**config.mk**
```make
export PLATFORM = sky130hd
export DESIGN_NAME = piecewise_linear_table_interp_flat
export DESIGN_NICKNAME = d
export VERILOG_FILES = /design/src/sv/plti_pkg.sv /design/src/sv/plti_req_if.sv /design/src/sv/plti_rsp_if.sv /design/src/sv/plti_ram.sv /design/src/sv/plti_seq.sv /design/src/sv/plti_dp.sv /design/src/sv/piecewise_linear_table_interp.sv /design/src/flat_wrapper.sv
export SDC_FILE = /design/constraint.sdc
export NUM_CORES = 2
export LEC_CHECK = 0
export BUFFER_PORTS_ARGS = -buffer_cell sky130_fd_sc_hd__buf_2
export CAP_MARGIN = 20
export CORE_MARGIN = 2
export CORE_UTILIZATION = 65
export CTS_CLUSTER_SIZE = 12
export DETAILED_ROUTE_END_ITERATION = 7
export GPL_ROUTABILITY_DRIVEN = 1
export PLACE_DENSITY = 0.89
export SYNTH_ARGS = -nofsm -noshare
export SYNTH_HDL_FRONTEND = slang
export SYNTH_SLANG_ARGS = --single-unit
export TNS_END_PERCENT = 50
```
**constraint.sdc**
```tcl
create_clock -name clock -period 11.75 [get_ports clock]
set_input_delay 0 -clock clock [delete_from_list [all_inputs] [get_ports clock]]
set_output_delay 0 -clock clock [all_outputs]
set_load 0.01 [all_outputs]
```
**src/sv/plti_pkg.sv**
```systemverilog
// ----------------------------------------------------------------------------
// plti_pkg
// Shared types, constants and the control store of the table interpolator.
// ----------------------------------------------------------------------------
package plti_pkg;

   localparam int MAX_POINTS_DEF = 16;
   localparam int TIME_W = 32;
   localparam int LOAD_W = 32;
   localparam int INDEX_W = 4;
   localparam int STATUS_W = 3;
   localparam int CSR_W = 5;
   localparam int FRAC_W = 16;

   localparam logic [CSR_W-1:0] PTS_RESET = 5'd2;

   localparam logic OPER_STORE = 1'b0;
   localparam logic OPER_QUERY = 1'b1;

   typedef enum logic [STATUS_W-1:0] {
      ST_EXACT = 3'd0,
      ST_INTERP = 3'd1,
      ST_RANGE = 3'd2,
      ST_STORED = 3'd3,
      ST_REJECT = 3'd4
   } status_type;

   typedef enum logic [3:0] {
      OP_NONE,
      OP_ACCEPT,
      OP_RD_PRED,
      OP_WRITE,
      OP_RES_REJECT,
      OP_SCAN_INIT,
      OP_SCAN,
      OP_RES_EXACT,
      OP_RES_RANGE,
      OP_DIV_INIT,
      OP_DIV_STEP,
      OP_MUL,
      OP_RES_INTERP,
      OP_EMIT
   } dp_op_type;

   typedef enum logic [3:0] {
      C_NEVER,
      C_ALWAYS,
      C_NO_BEAT,
      C_QUERY,
      C_IDX_BAD,
      C_IDX_ZERO,
      C_PRED_BAD,
      C_SCAN_BUSY,
      C_EXACT,
      C_SEG,
      C_DIV_BUSY,
      C_OUT_FREE
   } cond_type;

   typedef enum logic [4:0] {
      S_IDLE,
      S_DISPATCH,
      S_ST_CHECK,
      S_ST_PRED,
      S_ST_ORDER,
      S_ST_WRITE,
      S_ST_REJECT,
      S_Q_INIT,
      S_Q_SCAN,
      S_Q_EXACT_CHK,
      S_Q_SEG_CHK,
      S_Q_RANGE,
      S_Q_EXACT,
      S_Q_DIV_INIT,
      S_Q_DIV,
      S_Q_MUL,
      S_Q_ADD,
      S_EMIT,
      S_EMIT_WAIT
   } step_type;

   typedef struct packed {
      dp_op_type op;
      cond_type cond;
      step_type target;
   } ctrl_word_type;

   typedef struct packed {
      logic req_valid;
      logic is_query;
      logic idx_bad;
      logic idx_zero;
      logic pred_bad;
      logic scan_busy;
      logic exact;
      logic seg;
      logic div_busy;
      logic out_free;
   } cond_flags_type;

   function automatic ctrl_word_type cw(input dp_op_type op, input cond_type cond,
                                        input step_type target);
      ctrl_word_type w;
      w.op = op;
      w.cond = cond;
      w.target = target;
      return w;
   endfunction

   // control store: jump to target when cond holds, else next step
   function automatic ctrl_word_type ucode(input step_type step);
      ctrl_word_type w;
      unique case (step)
         S_IDLE:        w = cw(OP_ACCEPT, C_NO_BEAT, S_IDLE);
         S_DISPATCH:    w = cw(OP_NONE, C_QUERY, S_Q_INIT);
         S_ST_CHECK:    w = cw(OP_NONE, C_IDX_BAD, S_ST_REJECT);
         S_ST_PRED:     w = cw(OP_RD_PRED, C_IDX_ZERO, S_ST_WRITE);
         S_ST_ORDER:    w = cw(OP_NONE, C_PRED_BAD, S_ST_REJECT);
         S_ST_WRITE:    w = cw(OP_WRITE, C_ALWAYS, S_EMIT);
         S_ST_REJECT:   w = cw(OP_RES_REJECT, C_ALWAYS, S_EMIT);
         S_Q_INIT:      w = cw(OP_SCAN_INIT, C_NEVER, S_IDLE);
         S_Q_SCAN:      w = cw(OP_SCAN, C_SCAN_BUSY, S_Q_SCAN);
         S_Q_EXACT_CHK: w = cw(OP_NONE, C_EXACT, S_Q_EXACT);
         S_Q_SEG_CHK:   w = cw(OP_NONE, C_SEG, S_Q_DIV_INIT);
         S_Q_RANGE:     w = cw(OP_RES_RANGE, C_ALWAYS, S_EMIT);
         S_Q_EXACT:     w = cw(OP_RES_EXACT, C_ALWAYS, S_EMIT);
         S_Q_DIV_INIT:  w = cw(OP_DIV_INIT, C_NEVER, S_IDLE);
         S_Q_DIV:       w = cw(OP_DIV_STEP, C_DIV_BUSY, S_Q_DIV);
         S_Q_MUL:       w = cw(OP_MUL, C_NEVER, S_IDLE);
         S_Q_ADD:       w = cw(OP_RES_INTERP, C_ALWAYS, S_EMIT);
         S_EMIT:        w = cw(OP_EMIT, C_OUT_FREE, S_IDLE);
         S_EMIT_WAIT:   w = cw(OP_NONE, C_ALWAYS, S_EMIT);
         default:       w = cw(OP_NONE, C_ALWAYS, S_IDLE);
      endcase
      return w;
   endfunction

endpackage

```
**src/sv/plti_req_if.sv**
```systemverilog
// ----------------------------------------------------------------------------
// plti_req_if
// Request channel: store or query beats toward the interpolator.
// ----------------------------------------------------------------------------
interface plti_req_if;
   logic valid;
   logic ready;
   logic operation;
   logic [plti_pkg::INDEX_W-1:0] point_index;
   logic [plti_pkg::TIME_W-1:0] point_time;
   logic signed [plti_pkg::LOAD_W-1:0] point_load;
   logic [plti_pkg::TIME_W-1:0] query_time;

   modport source (
      output valid, operation, point_index, point_time, point_load, query_time,
      input ready
   );
   modport sink (
      input valid, operation, point_index, point_time, point_load, query_time,
      output ready
   );
endinterface

```
**src/sv/plti_rsp_if.sv**
```systemverilog
// ----------------------------------------------------------------------------
// plti_rsp_if
// Response channel: one result beat per request beat.
// ----------------------------------------------------------------------------
interface plti_rsp_if;
   logic valid;
   logic ready;
   logic signed [plti_pkg::LOAD_W-1:0] load_value;
   logic [plti_pkg::STATUS_W-1:0] status;

   modport source (
      output valid, load_value, status,
      input ready
   );
   modport sink (
      input valid, load_value, status,
      output ready
   );
endinterface

```
**src/sv/plti_ram.sv**
```systemverilog
// ----------------------------------------------------------------------------
// plti_ram
// Generic single-write, single-read RAM with registered read data.
// ----------------------------------------------------------------------------
module plti_ram #(
   parameter int WIDTH = 64,
   parameter int DEPTH = 16
) (
   input  logic                     clock,
   input  logic                     wr_en,
   input  logic [$clog2(DEPTH)-1:0] wr_addr,
   input  logic [WIDTH-1:0]         wr_data,
   input  logic                     rd_en,
   input  logic [$clog2(DEPTH)-1:0] rd_addr,
   output logic [WIDTH-1:0]         rd_data
);

   logic [WIDTH-1:0] mem [DEPTH];

   always_ff @(posedge clock) begin
      if (wr_en) begin
         mem[wr_addr] <= wr_data;
      end
      if (rd_en) begin
         rd_data <= mem[rd_addr];
      end
   end

endmodule

```
**src/sv/plti_seq.sv**
```systemverilog
// ----------------------------------------------------------------------------
// plti_seq
// Microcode sequencer: step counter, control store and condition select.
// ----------------------------------------------------------------------------
module plti_seq (
   input  logic                     clock,
   input  logic                     reset,
   input  plti_pkg::cond_flags_type flags,
   output plti_pkg::ctrl_word_type  ctrl
);

   plti_pkg::step_type upc_ff;
   plti_pkg::step_type upc_in;
   logic cond_hit;

   assign ctrl = plti_pkg::ucode(upc_ff);

   always_ff @(posedge clock) begin
      if (reset) begin
         upc_ff <= plti_pkg::S_IDLE;
      end else begin
         upc_ff <= upc_in;
      end
   end

   always_comb begin
      unique case (ctrl.cond)
         plti_pkg::C_NEVER:     cond_hit = 1'b0;
         plti_pkg::C_ALWAYS:    cond_hit = 1'b1;
         plti_pkg::C_NO_BEAT:   cond_hit = !flags.req_valid;
         plti_pkg::C_QUERY:     cond_hit = flags.is_query;
         plti_pkg::C_IDX_BAD:   cond_hit = flags.idx_bad;
         plti_pkg::C_IDX_ZERO:  cond_hit = flags.idx_zero;
         plti_pkg::C_PRED_BAD:  cond_hit = flags.pred_bad;
         plti_pkg::C_SCAN_BUSY: cond_hit = flags.scan_busy;
         plti_pkg::C_EXACT:     cond_hit = flags.exact;
         plti_pkg::C_SEG:       cond_hit = flags.seg;
         plti_pkg::C_DIV_BUSY:  cond_hit = flags.div_busy;
         plti_pkg::C_OUT_FREE:  cond_hit = flags.out_free;
         default:               cond_hit = 1'b1;
      endcase
      if (cond_hit) begin
         upc_in = ctrl.target;
      end else begin
         upc_in = plti_pkg::step_type'(5'(upc_ff + 5'd1));
      end
   end

endmodule

```
**src/sv/plti_dp.sv**
```systemverilog
// ----------------------------------------------------------------------------
// plti_dp
// Datapath: breakpoint table, scan compare, restoring divider, multiply and
// output register, all driven by the sequencer's control word.
// ----------------------------------------------------------------------------
module plti_dp #(
   parameter int MAX_POINTS = plti_pkg::MAX_POINTS_DEF
) (
   input  logic                          clock,
   input  logic                          reset,
   input  plti_pkg::ctrl_word_type       ctrl,
   output plti_pkg::cond_flags_type      flags,
   plti_req_if.sink                      req,
   plti_rsp_if.source                    rsp,
   input  logic                          csr_wr_en,
   input  logic [plti_pkg::CSR_W-1:0]    csr_wr_data
);

   localparam int IDX_W = $clog2(MAX_POINTS);
   localparam int CNT_W = $clog2(MAX_POINTS + 1);
   localparam int TW = plti_pkg::TIME_W;
   localparam int LW = plti_pkg::LOAD_W;
   localparam int FW = plti_pkg::FRAC_W;
   localparam int DC_W = $clog2(FW);
   localparam int PROD_W = FW + LW + 2;

   // latched request
   logic                            oper_ff, oper_in;
   logic [plti_pkg::INDEX_W-1:0]    idx_ff, idx_in;
   logic [TW-1:0]                   ptime_ff, ptime_in;
   logic signed [LW-1:0]            pload_ff, pload_in;
   logic [TW-1:0]                   q_ff, q_in;
   logic [plti_pkg::CSR_W-1:0]      pts_ff, pts_in;

   // scan
   logic [CNT_W-1:0]                cnt_ff, cnt_in;
   logic [CNT_W-1:0]                n_cnt;
   logic                            rd_pend_ff, rd_pend_in;
   logic                            have_prev_ff, have_prev_in;
   logic [TW-1:0]                   prev_t_ff, prev_t_in;
   logic signed [LW-1:0]            prev_l_ff, prev_l_in;
   logic                            exact_ff, exact_in;
   logic                            seg_ff, seg_in;
   logic                            scan_more;

   // divide / multiply
   logic [TW-1:0]                   rem_ff, rem_in;
   logic [TW-1:0]                   den_ff, den_in;
   logic [FW-1:0]                   quot_ff, quot_in;
   logic [DC_W-1:0]                 divc_ff, divc_in;
   logic signed [LW:0]              dl_ff, dl_in;
   logic signed [LW-1:0]            l0_ff, l0_in;
   logic signed [PROD_W-1:0]        prod_ff, prod_in;
   logic [TW:0]                     rem_sh;
   logic [TW:0]                     rem_diff;
   logic                            rem_ge;
   logic signed [PROD_W-1:0]        interp_sum;

   // result
   logic signed [LW-1:0]            res_load_ff, res_load_in;
   plti_pkg::status_type            res_status_ff, res_status_in;
   logic                            rsp_valid_ff, rsp_valid_in;
   logic signed [LW-1:0]            rsp_load_ff, rsp_load_in;
   plti_pkg::status_type            rsp_status_ff, rsp_status_in;
   logic                            out_free;

   // table
   logic                            ram_wr_en;
   logic [IDX_W-1:0]                ram_wr_addr;
   logic                            ram_rd_en;
   logic [IDX_W-1:0]                ram_rd_addr;
   logic [TW+LW-1:0]                ram_rd_data;
   logic [TW-1:0]                   rd_time;
   logic signed [LW-1:0]            rd_load;

   plti_ram #(
      .WIDTH (TW + LW),
      .DEPTH (MAX_POINTS)
   ) u_table (
      .clock   (clock),
      .wr_en   (ram_wr_en),
      .wr_addr (ram_wr_addr),
      .wr_data ({ptime_ff, pload_ff}),
      .rd_en   (ram_rd_en),
      .rd_addr (ram_rd_addr),
      .rd_data (ram_rd_data)
   );

   assign rd_time = ram_rd_data[TW+LW-1:LW];
   assign rd_load = ram_rd_data[LW-1:0];

   always_comb begin
      if (32'(pts_ff) > 32'(MAX_POINTS)) begin
         n_cnt = CNT_W'(MAX_POINTS);
      end else begin
         n_cnt = CNT_W'(pts_ff);
      end
   end

   assign scan_more = cnt_ff < n_cnt;
   assign out_free = !rsp_valid_ff || rsp.ready;

   assign ram_wr_en = ctrl.op == plti_pkg::OP_WRITE;
   assign ram_wr_addr = IDX_W'(idx_ff);
   assign ram_rd_en = (ctrl.op == plti_pkg::OP_RD_PRED) ||
                      ((ctrl.op == plti_pkg::OP_SCAN) && scan_more);
   assign ram_rd_addr = (ctrl.op == plti_pkg::OP_RD_PRED) ?
                        IDX_W'(32'(idx_ff) - 32'd1) : cnt_ff[IDX_W-1:0];

   assign flags.req_valid = req.valid;
   assign flags.is_query = oper_ff == plti_pkg::OPER_QUERY;
   assign flags.idx_bad = 32'(idx_ff) >= 32'(MAX_POINTS);
   assign flags.idx_zero = idx_ff == '0;
   assign flags.pred_bad = ptime_ff < rd_time;
   assign flags.scan_busy = scan_more || rd_pend_ff;
   assign flags.exact = exact_ff;
   assign flags.seg = seg_ff;
   assign flags.div_busy = divc_ff != '0;
   assign flags.out_free = out_free;

   assign req.ready = ctrl.op == plti_pkg::OP_ACCEPT;
   assign rsp.valid = rsp_valid_ff;
   assign rsp.load_value = rsp_load_ff;
   assign rsp.status = rsp_status_ff;

   assign rem_sh = {rem_ff, 1'b0};
   assign rem_ge = rem_sh >= {1'b0, den_ff};
   assign rem_diff = rem_sh - {1'b0, den_ff};
   assign interp_sum = PROD_W'(l0_ff) + (prod_ff >>> FW);

   always_comb begin
      oper_in = oper_ff;
      idx_in = idx_ff;
      ptime_in = ptime_ff;
      pload_in = pload_ff;
      q_in = q_ff;
      pts_in = csr_wr_en ? csr_wr_data : pts_ff;
      cnt_in = cnt_ff;
      rd_pend_in = rd_pend_ff;
      have_prev_in = have_prev_ff;
      prev_t_in = prev_t_ff;
      prev_l_in = prev_l_ff;
      exact_in = exact_ff;
      seg_in = seg_ff;
      rem_in = rem_ff;
      den_in = den_ff;
      quot_in = quot_ff;
      divc_in = divc_ff;
      dl_in = dl_ff;
      l0_in = l0_ff;
      prod_in = prod_ff;
      res_load_in = res_load_ff;
      res_status_in = res_status_ff;
      rsp_valid_in = rsp_valid_ff && !rsp.ready;
      rsp_load_in = rsp_load_ff;
      rsp_status_in = rsp_status_ff;

      unique case (ctrl.op)
         plti_pkg::OP_ACCEPT: begin
            if (req.valid) begin
               oper_in = req.operation;
               idx_in = req.point_index;
               ptime_in = req.point_time;
               pload_in = req.point_load;
               q_in = req.query_time;
            end
         end
         plti_pkg::OP_WRITE: begin
            res_load_in = '0;
            res_status_in = plti_pkg::ST_STORED;
         end
         plti_pkg::OP_RES_REJECT: begin
            res_load_in = '0;
            res_status_in = plti_pkg::ST_REJECT;
         end
         plti_pkg::OP_SCAN_INIT: begin
            cnt_in = '0;
            rd_pend_in = 1'b0;
            have_prev_in = 1'b0;
            exact_in = 1'b0;
            seg_in = 1'b0;
         end
         plti_pkg::OP_SCAN: begin
            // compare the entry read last cycle, issue the next read
            if (rd_pend_ff) begin
               if (!exact_ff && (rd_time == q_ff)) begin
                  exact_in = 1'b1;
                  res_load_in = rd_load;
               end
               if (!seg_ff && have_prev_ff && (prev_t_ff < q_ff) && (q_ff < rd_time)) begin
                  seg_in = 1'b1;
                  rem_in = q_ff - prev_t_ff;
                  den_in = rd_time - prev_t_ff;
                  dl_in = (LW + 1)'(rd_load) - (LW + 1)'(prev_l_ff);
                  l0_in = prev_l_ff;
               end
               prev_t_in = rd_time;
               prev_l_in = rd_load;
               have_prev_in = 1'b1;
            end
            if (scan_more) begin
               cnt_in = CNT_W'(cnt_ff + 1'b1);
            end
            rd_pend_in = scan_more;
         end
         plti_pkg::OP_RES_EXACT: begin
            res_status_in = plti_pkg::ST_EXACT;
         end
         plti_pkg::OP_RES_RANGE: begin
            res_load_in = '0;
            res_status_in = plti_pkg::ST_RANGE;
         end
         plti_pkg::OP_DIV_INIT: begin
            quot_in = '0;
            divc_in = DC_W'(FW - 1);
         end
         plti_pkg::OP_DIV_STEP: begin
            // remainder stays below the divisor, quotient below 1.0
            rem_in = rem_ge ? rem_diff[TW-1:0] : rem_sh[TW-1:0];
            quot_in = {quot_ff[FW-2:0], rem_ge};
            divc_in = DC_W'(divc_ff - 1'b1);
         end
         plti_pkg::OP_MUL: begin
            prod_in = $signed({1'b0, quot_ff}) * dl_ff;
         end
         plti_pkg::OP_RES_INTERP: begin
            res_load_in = interp_sum[LW-1:0];
            res_status_in = plti_pkg::ST_INTERP;
         end
         plti_pkg::OP_EMIT: begin
            if (out_free) begin
               rsp_valid_in = 1'b1;
               rsp_load_in = res_load_ff;
               rsp_status_in = res_status_ff;
            end
         end
         plti_pkg::OP_NONE,
         plti_pkg::OP_RD_PRED: begin
         end
         default: begin
         end
      endcase
   end

   always_ff @(posedge clock) begin
      if (reset) begin
         pts_ff <= plti_pkg::PTS_RESET;
         rsp_valid_ff <= 1'b0;
         rd_pend_ff <= 1'b0;
         exact_ff <= 1'b0;
         seg_ff <= 1'b0;
         divc_ff <= '0;
      end else begin
         pts_ff <= pts_in;
         rsp_valid_ff <= rsp_valid_in;
         rd_pend_ff <= rd_pend_in;
         exact_ff <= exact_in;
         seg_ff <= seg_in;
         divc_ff <= divc_in;
      end
   end

   always_ff @(posedge clock) begin
      oper_ff <= oper_in;
      idx_ff <= idx_in;
      ptime_ff <= ptime_in;
      pload_ff <= pload_in;
      q_ff <= q_in;
      cnt_ff <= cnt_in;
      have_prev_ff <= have_prev_in;
      prev_t_ff <= prev_t_in;
      prev_l_ff <= prev_l_in;
      rem_ff <= rem_in;
      den_ff <= den_in;
      quot_ff <= quot_in;
      dl_ff <= dl_in;
      l0_ff <= l0_in;
      prod_ff <= prod_in;
      res_load_ff <= res_load_in;
      res_status_ff <= res_status_in;
      rsp_load_ff <= rsp_load_in;
      rsp_status_ff <= rsp_status_in;
   end

endmodule

```
**src/sv/piecewise_linear_table_interp.sv**
```systemverilog
// ----------------------------------------------------------------------------
// piecewise_linear_table_interp
// Breakpoint table with exact-match lookup and linear interpolation.
//
// req_bus carries one beat per item: a store writes entry point_index with
// (point_time, point_load); a query asks for the load at query_time. Every
// request beat yields exactly one rsp_bus beat with load_value and status.
// csr_wr_en/csr_wr_data set the number of entries a query searches
// (reset value 2); write it only while no item is in flight.
// One item is processed at a time; the next request beat is taken once the
// previous result has moved into the output register. A store rejects an
// out-of-range index, else reads the preceding entry (skipped for entry 0),
// rejects a point_time below it and otherwise writes the entry. A query
// scans one entry per cycle through the table's single read port, then
// returns an exact match, or runs a 16-step restoring divide and one
// multiply to interpolate, or reports out of range.
// Reset puts the sequencer in idle, drops rsp valid and sets the entry count
// to 2; the table is not cleared. A stalled receiver holds the result in the
// output register; the next request beat is still taken and processed up to
// its own result, which then waits for the register to drain.
// ----------------------------------------------------------------------------
module piecewise_linear_table_interp #(
   parameter int MAX_POINTS = plti_pkg::MAX_POINTS_DEF
) (
   input  logic                          clock,
   input  logic                          reset,
   plti_req_if.sink                      req_bus,
   plti_rsp_if.source                    rsp_bus,
   input  logic                          csr_wr_en,
   input  logic [plti_pkg::CSR_W-1:0]    csr_wr_data
);

   plti_pkg::ctrl_word_type  ctrl;
   plti_pkg::cond_flags_type flags;

   plti_seq u_seq (
      .clock (clock),
      .reset (reset),
      .flags (flags),
      .ctrl  (ctrl)
   );

   plti_dp #(
      .MAX_POINTS (MAX_POINTS)
   ) u_dp (
      .clock       (clock),
      .reset       (reset),
      .ctrl        (ctrl),
      .flags       (flags),
      .req         (req_bus),
      .rsp         (rsp_bus),
      .csr_wr_en   (csr_wr_en),
      .csr_wr_data (csr_wr_data)
   );

   a_beat_leaves_idle: assert property (@(posedge clock) disable iff (reset)
      (req_bus.valid && req_bus.ready) |=> !req_bus.ready)
      else $error("request accepted without leaving idle");

   a_rsp_from_emit: assert property (@(posedge clock) disable iff (reset)
      $rose(rsp_bus.valid) |-> $past(ctrl.op == plti_pkg::OP_EMIT))
      else $error("response valid raised outside emit step");

   a_div_needs_segment: assert property (@(posedge clock) disable iff (reset)
      (ctrl.op == plti_pkg::OP_DIV_INIT) |-> (flags.seg && !flags.exact))
      else $error("divide started without a bracketing segment");

endmodule
```
**src/flat_wrapper.sv**
```systemverilog
// flat-port wrapper written by rule: the top's interface ports become plain ports
module piecewise_linear_table_interp_flat 
#(
   parameter int MAX_POINTS = plti_pkg::MAX_POINTS_DEF
)
  (clock, reset, csr_wr_en, csr_wr_data, req_bus_valid, req_bus_operation, req_bus_point_index, req_bus_point_time, req_bus_point_load, req_bus_query_time, req_bus_ready, rsp_bus_valid, rsp_bus_load_value, rsp_bus_status, rsp_bus_ready);
  plti_req_if req_bus_i ();
  plti_rsp_if rsp_bus_i ();
  input  logic clock;
  input  logic reset;
  input  logic csr_wr_en;
  input  logic [plti_pkg::CSR_W-1:0] csr_wr_data;
  input wire logic [$bits(req_bus_i.valid)-1:0] req_bus_valid;
  input wire logic [$bits(req_bus_i.operation)-1:0] req_bus_operation;
  input wire logic [$bits(req_bus_i.point_index)-1:0] req_bus_point_index;
  input wire logic [$bits(req_bus_i.point_time)-1:0] req_bus_point_time;
  input wire logic [$bits(req_bus_i.point_load)-1:0] req_bus_point_load;
  input wire logic [$bits(req_bus_i.query_time)-1:0] req_bus_query_time;
  output wire logic [$bits(req_bus_i.ready)-1:0] req_bus_ready;
  output wire logic [$bits(rsp_bus_i.valid)-1:0] rsp_bus_valid;
  output wire logic [$bits(rsp_bus_i.load_value)-1:0] rsp_bus_load_value;
  output wire logic [$bits(rsp_bus_i.status)-1:0] rsp_bus_status;
  input wire logic [$bits(rsp_bus_i.ready)-1:0] rsp_bus_ready;
  assign req_bus_i.valid = req_bus_valid;
  assign req_bus_i.operation = req_bus_operation;
  assign req_bus_i.point_index = req_bus_point_index;
  assign req_bus_i.point_time = req_bus_point_time;
  assign req_bus_i.point_load = req_bus_point_load;
  assign req_bus_i.query_time = req_bus_query_time;
  assign req_bus_ready = req_bus_i.ready;
  assign rsp_bus_valid = rsp_bus_i.valid;
  assign rsp_bus_load_value = rsp_bus_i.load_value;
  assign rsp_bus_status = rsp_bus_i.status;
  assign rsp_bus_i.ready = rsp_bus_ready;
  piecewise_linear_table_interp #(.MAX_POINTS(MAX_POINTS)) u_core (.clock(clock), .reset(reset), .req_bus(req_bus_i), .rsp_bus(rsp_bus_i), .csr_wr_en(csr_wr_en), .csr_wr_data(csr_wr_data));
endmodule
```
==> impl_metrics.toml <==
[cts]
htree_num_levels = 4
cts.sinks = 1537
clk_latency_ns = 0.80
cts-resized-gates = 0
cts_tree = "built"
cts.path.max_buffers = 3
cts_setup_buffers = 0
clockRootBuffer = "clkbuf_16"
clkTransAtPathRegs_ns = 0.06
cts_inserted_buffers = 155

[synthesis]
synth_ff_type = "edfxtp_1"
synth_top_area_share = 0.5360
syn-mean-instance-area_um2 = 12.17
syn_inst = 6932
synthesis.area_mm2 = 0.08438
synth_seq_area_share = 0.5433
synth_cell_types = 87
synth_commonest_cells = "edfxtp_1, nand2_1, inv_1, fa_1, and2_1"
syn_nets = 7886
synth_area_leaders = "edfxtp_1, fa_1, ha_1, nand2_1, and2_1"
synth_largest_area_cell = "edfxtp_1"
ys_warn_count = 0
async_reset_ff_frac = 0
synth_edf_count = 1506
ys_ff_latch = 1537
synth_most_common_cell = "edfxtp_1"

[routing]
vias = 58825
drtIter0Drc = 8474
drc = 1
via_per_inst = 6.532
dr.pass1.iters = 8
ant_nets = 0
wl_per_cell_um = 24.44
routed_wl_um = 220000

[global_route]
grt_pass1_vias = 60297
grt_antenna_before_repair = 7
overflow = 0
grt_pass1_wl_um = 338900
grtUsageTotal = 0.3346
grt_max_degree = 195

[floorplanning]
start_util = 0.6533
fp.dieArea_mm2 = 0.1327
die_height_um = 364.3
num_rows = 132
core_area_mm2 = 0.1292
die_w_um = 364.3
io_pins = 148

[setup_path]
r2r_start = "u_core.u_dp.quot_ff[3]$_SDFFCE_PN0P_"
arrival_ns = 8.24
cp-startpoint = "u_core.u_dp.quot_ff[3]$_SDFFCE_PN0P_"
r2r-end = "u_core.u_dp.prod_ff[40]$_DFFE_PN_"
start_kind = "flip-flop"
worst-path-max-fanout = 19
cp.required_ns = 12.26
cp-end-kind = "flip-flop"
rr_worst_depth = 22
r2r_slack_ns = 4.02
critPathKind = "flip-flop to flip-flop"

[place]
dp_hpwl_um = 132600
placed_cells = 8560
port_buffers = 147
gp_congestion = 0.9530
pre_cts_ws_ns = 4.184

[final_layout]
flow.area_growth_from_synthesis_pct = 10.82
fin_cells = 9005
finalNetCount = 8150
drive_gt1_frac = 0.06459

[sta]
timing.final.ws_setup_ns = 4.021
fmax_mhz = 129.4
rsz0062_at_grt = "false"
slew_headroom = 0.2556
fin_crit_sh = 0.6578
finalHoldViolCount = 0
fin_tns_setup_ns = 0
finalSetupViolations = 0
fin_worst_skew_ns = 0.05240
tightest_slew_ns = 1.117
period_needed_ns = 7.729
maxSlewViolCount = 0

[hold_path]
min_path_cells = 2
hold_path_class = "input pin to flip-flop"
min_to = "u_core.u_dp.ptime_ff[29]$_DFFE_PP_"
min_from = "req_bus_point_time[29]"

[power_and_ir_drop]
p_per_area_mw_per_mm2 = 155.8
irDropWorstVdd_v = 0.0001477
leakage_nw = 36.13

[run_status]
outcome = "complete, but fails checks"
violations = "design-rule violations"

[run]
maxCapViolCount = 0
==> sequential cells by signal, indices dropped and copies added, names as in the netlist, 5 cells and up <==
| register | flops |
|---|---|
| u_core.u_dp.u_table.mem | 1024 |
| u_core.u_dp.u_table.rd_data | 64 |
| u_core.u_dp.dl_ff | 33 |
| u_core.u_dp.den_ff | 32 |
| u_core.u_dp.l0_ff | 32 |
| u_core.u_dp.pload_ff | 32 |
| u_core.u_dp.prev_l_ff | 32 |
| u_core.u_dp.prev_t_ff | 32 |
| u_core.u_dp.prod_ff | 32 |
| u_core.u_dp.ptime_ff | 32 |
| u_core.u_dp.q_ff | 32 |
| u_core.u_dp.rem_ff | 32 |
| u_core.u_dp.res_load_ff | 32 |
| u_core.u_dp.rsp.load_value | 32 |
| u_core.u_dp.quot_ff | 16 |
| u_core.u_seq.ctrl | 13 |
| u_core.u_dp.cnt_ff | 5 |
| u_core.u_dp.pts_ff | 5 |
| u_core.u_seq.upc_ff | 5 |
==> power breakdown <==
group	switching [mW]	internal, mW	leakage (nW)
Sequential	0.415	6.66	13.9
Clock	2.05	2.45	2.14
Combinational	1.98	1.01	20.1
==> cell type report <==
cell class,instances,area [um^2]
Inverter,769,2889
Timing Repair Buffer,445,3636
Clock buffer,185,4044
Tap cell,1742,2180
Multi-Input combinational cell,4288,34570
Sequential cell,1537,45840
Antenna cell,2,5.005
Clock inverter,37,339.1
Fill cell,7646,35650
==> critical path, stage by stage, from the launching register on <==
cell and delay (ns):
edfxtp_1 0.78, buf_4 0.39, nand2_1 0.13, fa_1 0.52, fa_1 0.53, fa_1 0.52
inv_1 0.06, fa_1 0.51, fa_1 0.52, inv_1 0.06, fa_1 0.49, inv_1 0.05
ha_1 0.36, and2_1 0.20, a311oi_1 0.27, o21ai_0 0.17, a21oi_1 0.33, o22ai_1 0.26
o41ai_1 0.59, nand2_1 0.18, a21oi_1 0.27, o31ai_1 0.12, xnor2_1 0.15
==> repair_timing <==
| item | CTS | global route |
|---|---|---|
| endpoints found under the setup margin | 0 | 0 |
| hold buffers | 217 | 0 |
| hold endpoints to repair | 125 | 0 |
==> cells by family after synthesis <==
kind of cell	synth area share
xor gates and xnor gates	0.01900
muxes	0.001972
and+or+nand+nor	0.1049
adders and majority gates	0.1690
DFF	0.5433
buffers and inverters	0.04937
AOI/OAI and AO/OA	0.1125
==> per-layer routing <==
layer  global-route usage  up-vias  wire length [um]
met5                    0        -                47
met4               0.1706        6             11480
li1                     -    24903                 -
met3              0.07262      867             27020
met1               0.4302    28573             75990
met2               0.5409     4476            105500
==> cell usage in the layout (no fill, tap or decap), drive strengths merged, types with 217 or more instances in the layout <==
cell / Yosys / layout
inv: 769 / 776
a211oi: 355 / 355
a21oi: 336 / 336
dlygate4sd3: 0 / 217
fa: 494 / 494
ha: 349 / 349
and2: 493 / 493
nand2: 934 / 934
buf: 24 / 228
edfxtp: 1506 / 1506
==> metrics by stage <==
| stage | hold slack, ns | power (mW) | area, um^2 | utilization |
|---|---|---|---|---|
| floorplan | 0.09887 | 8.990 | 84380 | - |
| global placement | 0.1761 | 9.766 | 86860 | 0.6725 |
| detailed placement | 0.1781 | 9.938 | 86860 | 0.6725 |
| CTS | 0.001087 | 14.44 | 93410 | 0.7233 |
| global route | 0.02789 | 15.03 | 93500 | 0.7240 |
| finish | 0.01089 | 14.56 | 93510 | 0.7240 |
==> how the worst max path moves through the flow <==
stage | end | slack (ns) | cells after the start
after floorplan | u_core.u_dp.prod_ff[33]$_DFFE_PN_ | 5.40 | 23
after global placement | u_core.u_dp.prod_ff[40]$_DFFE_PN_ | 4.41 | 22
after detailed placement | u_core.u_dp.prod_ff[41]$_DFFE_PN_ | 4.18 | 22
after CTS | u_core.u_dp.prod_ff[41]$_DFFE_PN_ | 4.11 | 22
after global routing | u_core.u_dp.prod_ff[40]$_DFFE_PN_ | 3.77 | 22
final | u_core.u_dp.prod_ff[40]$_DFFE_PN_ | 4.02 | 22
Power figures use the tool's default switching activity.
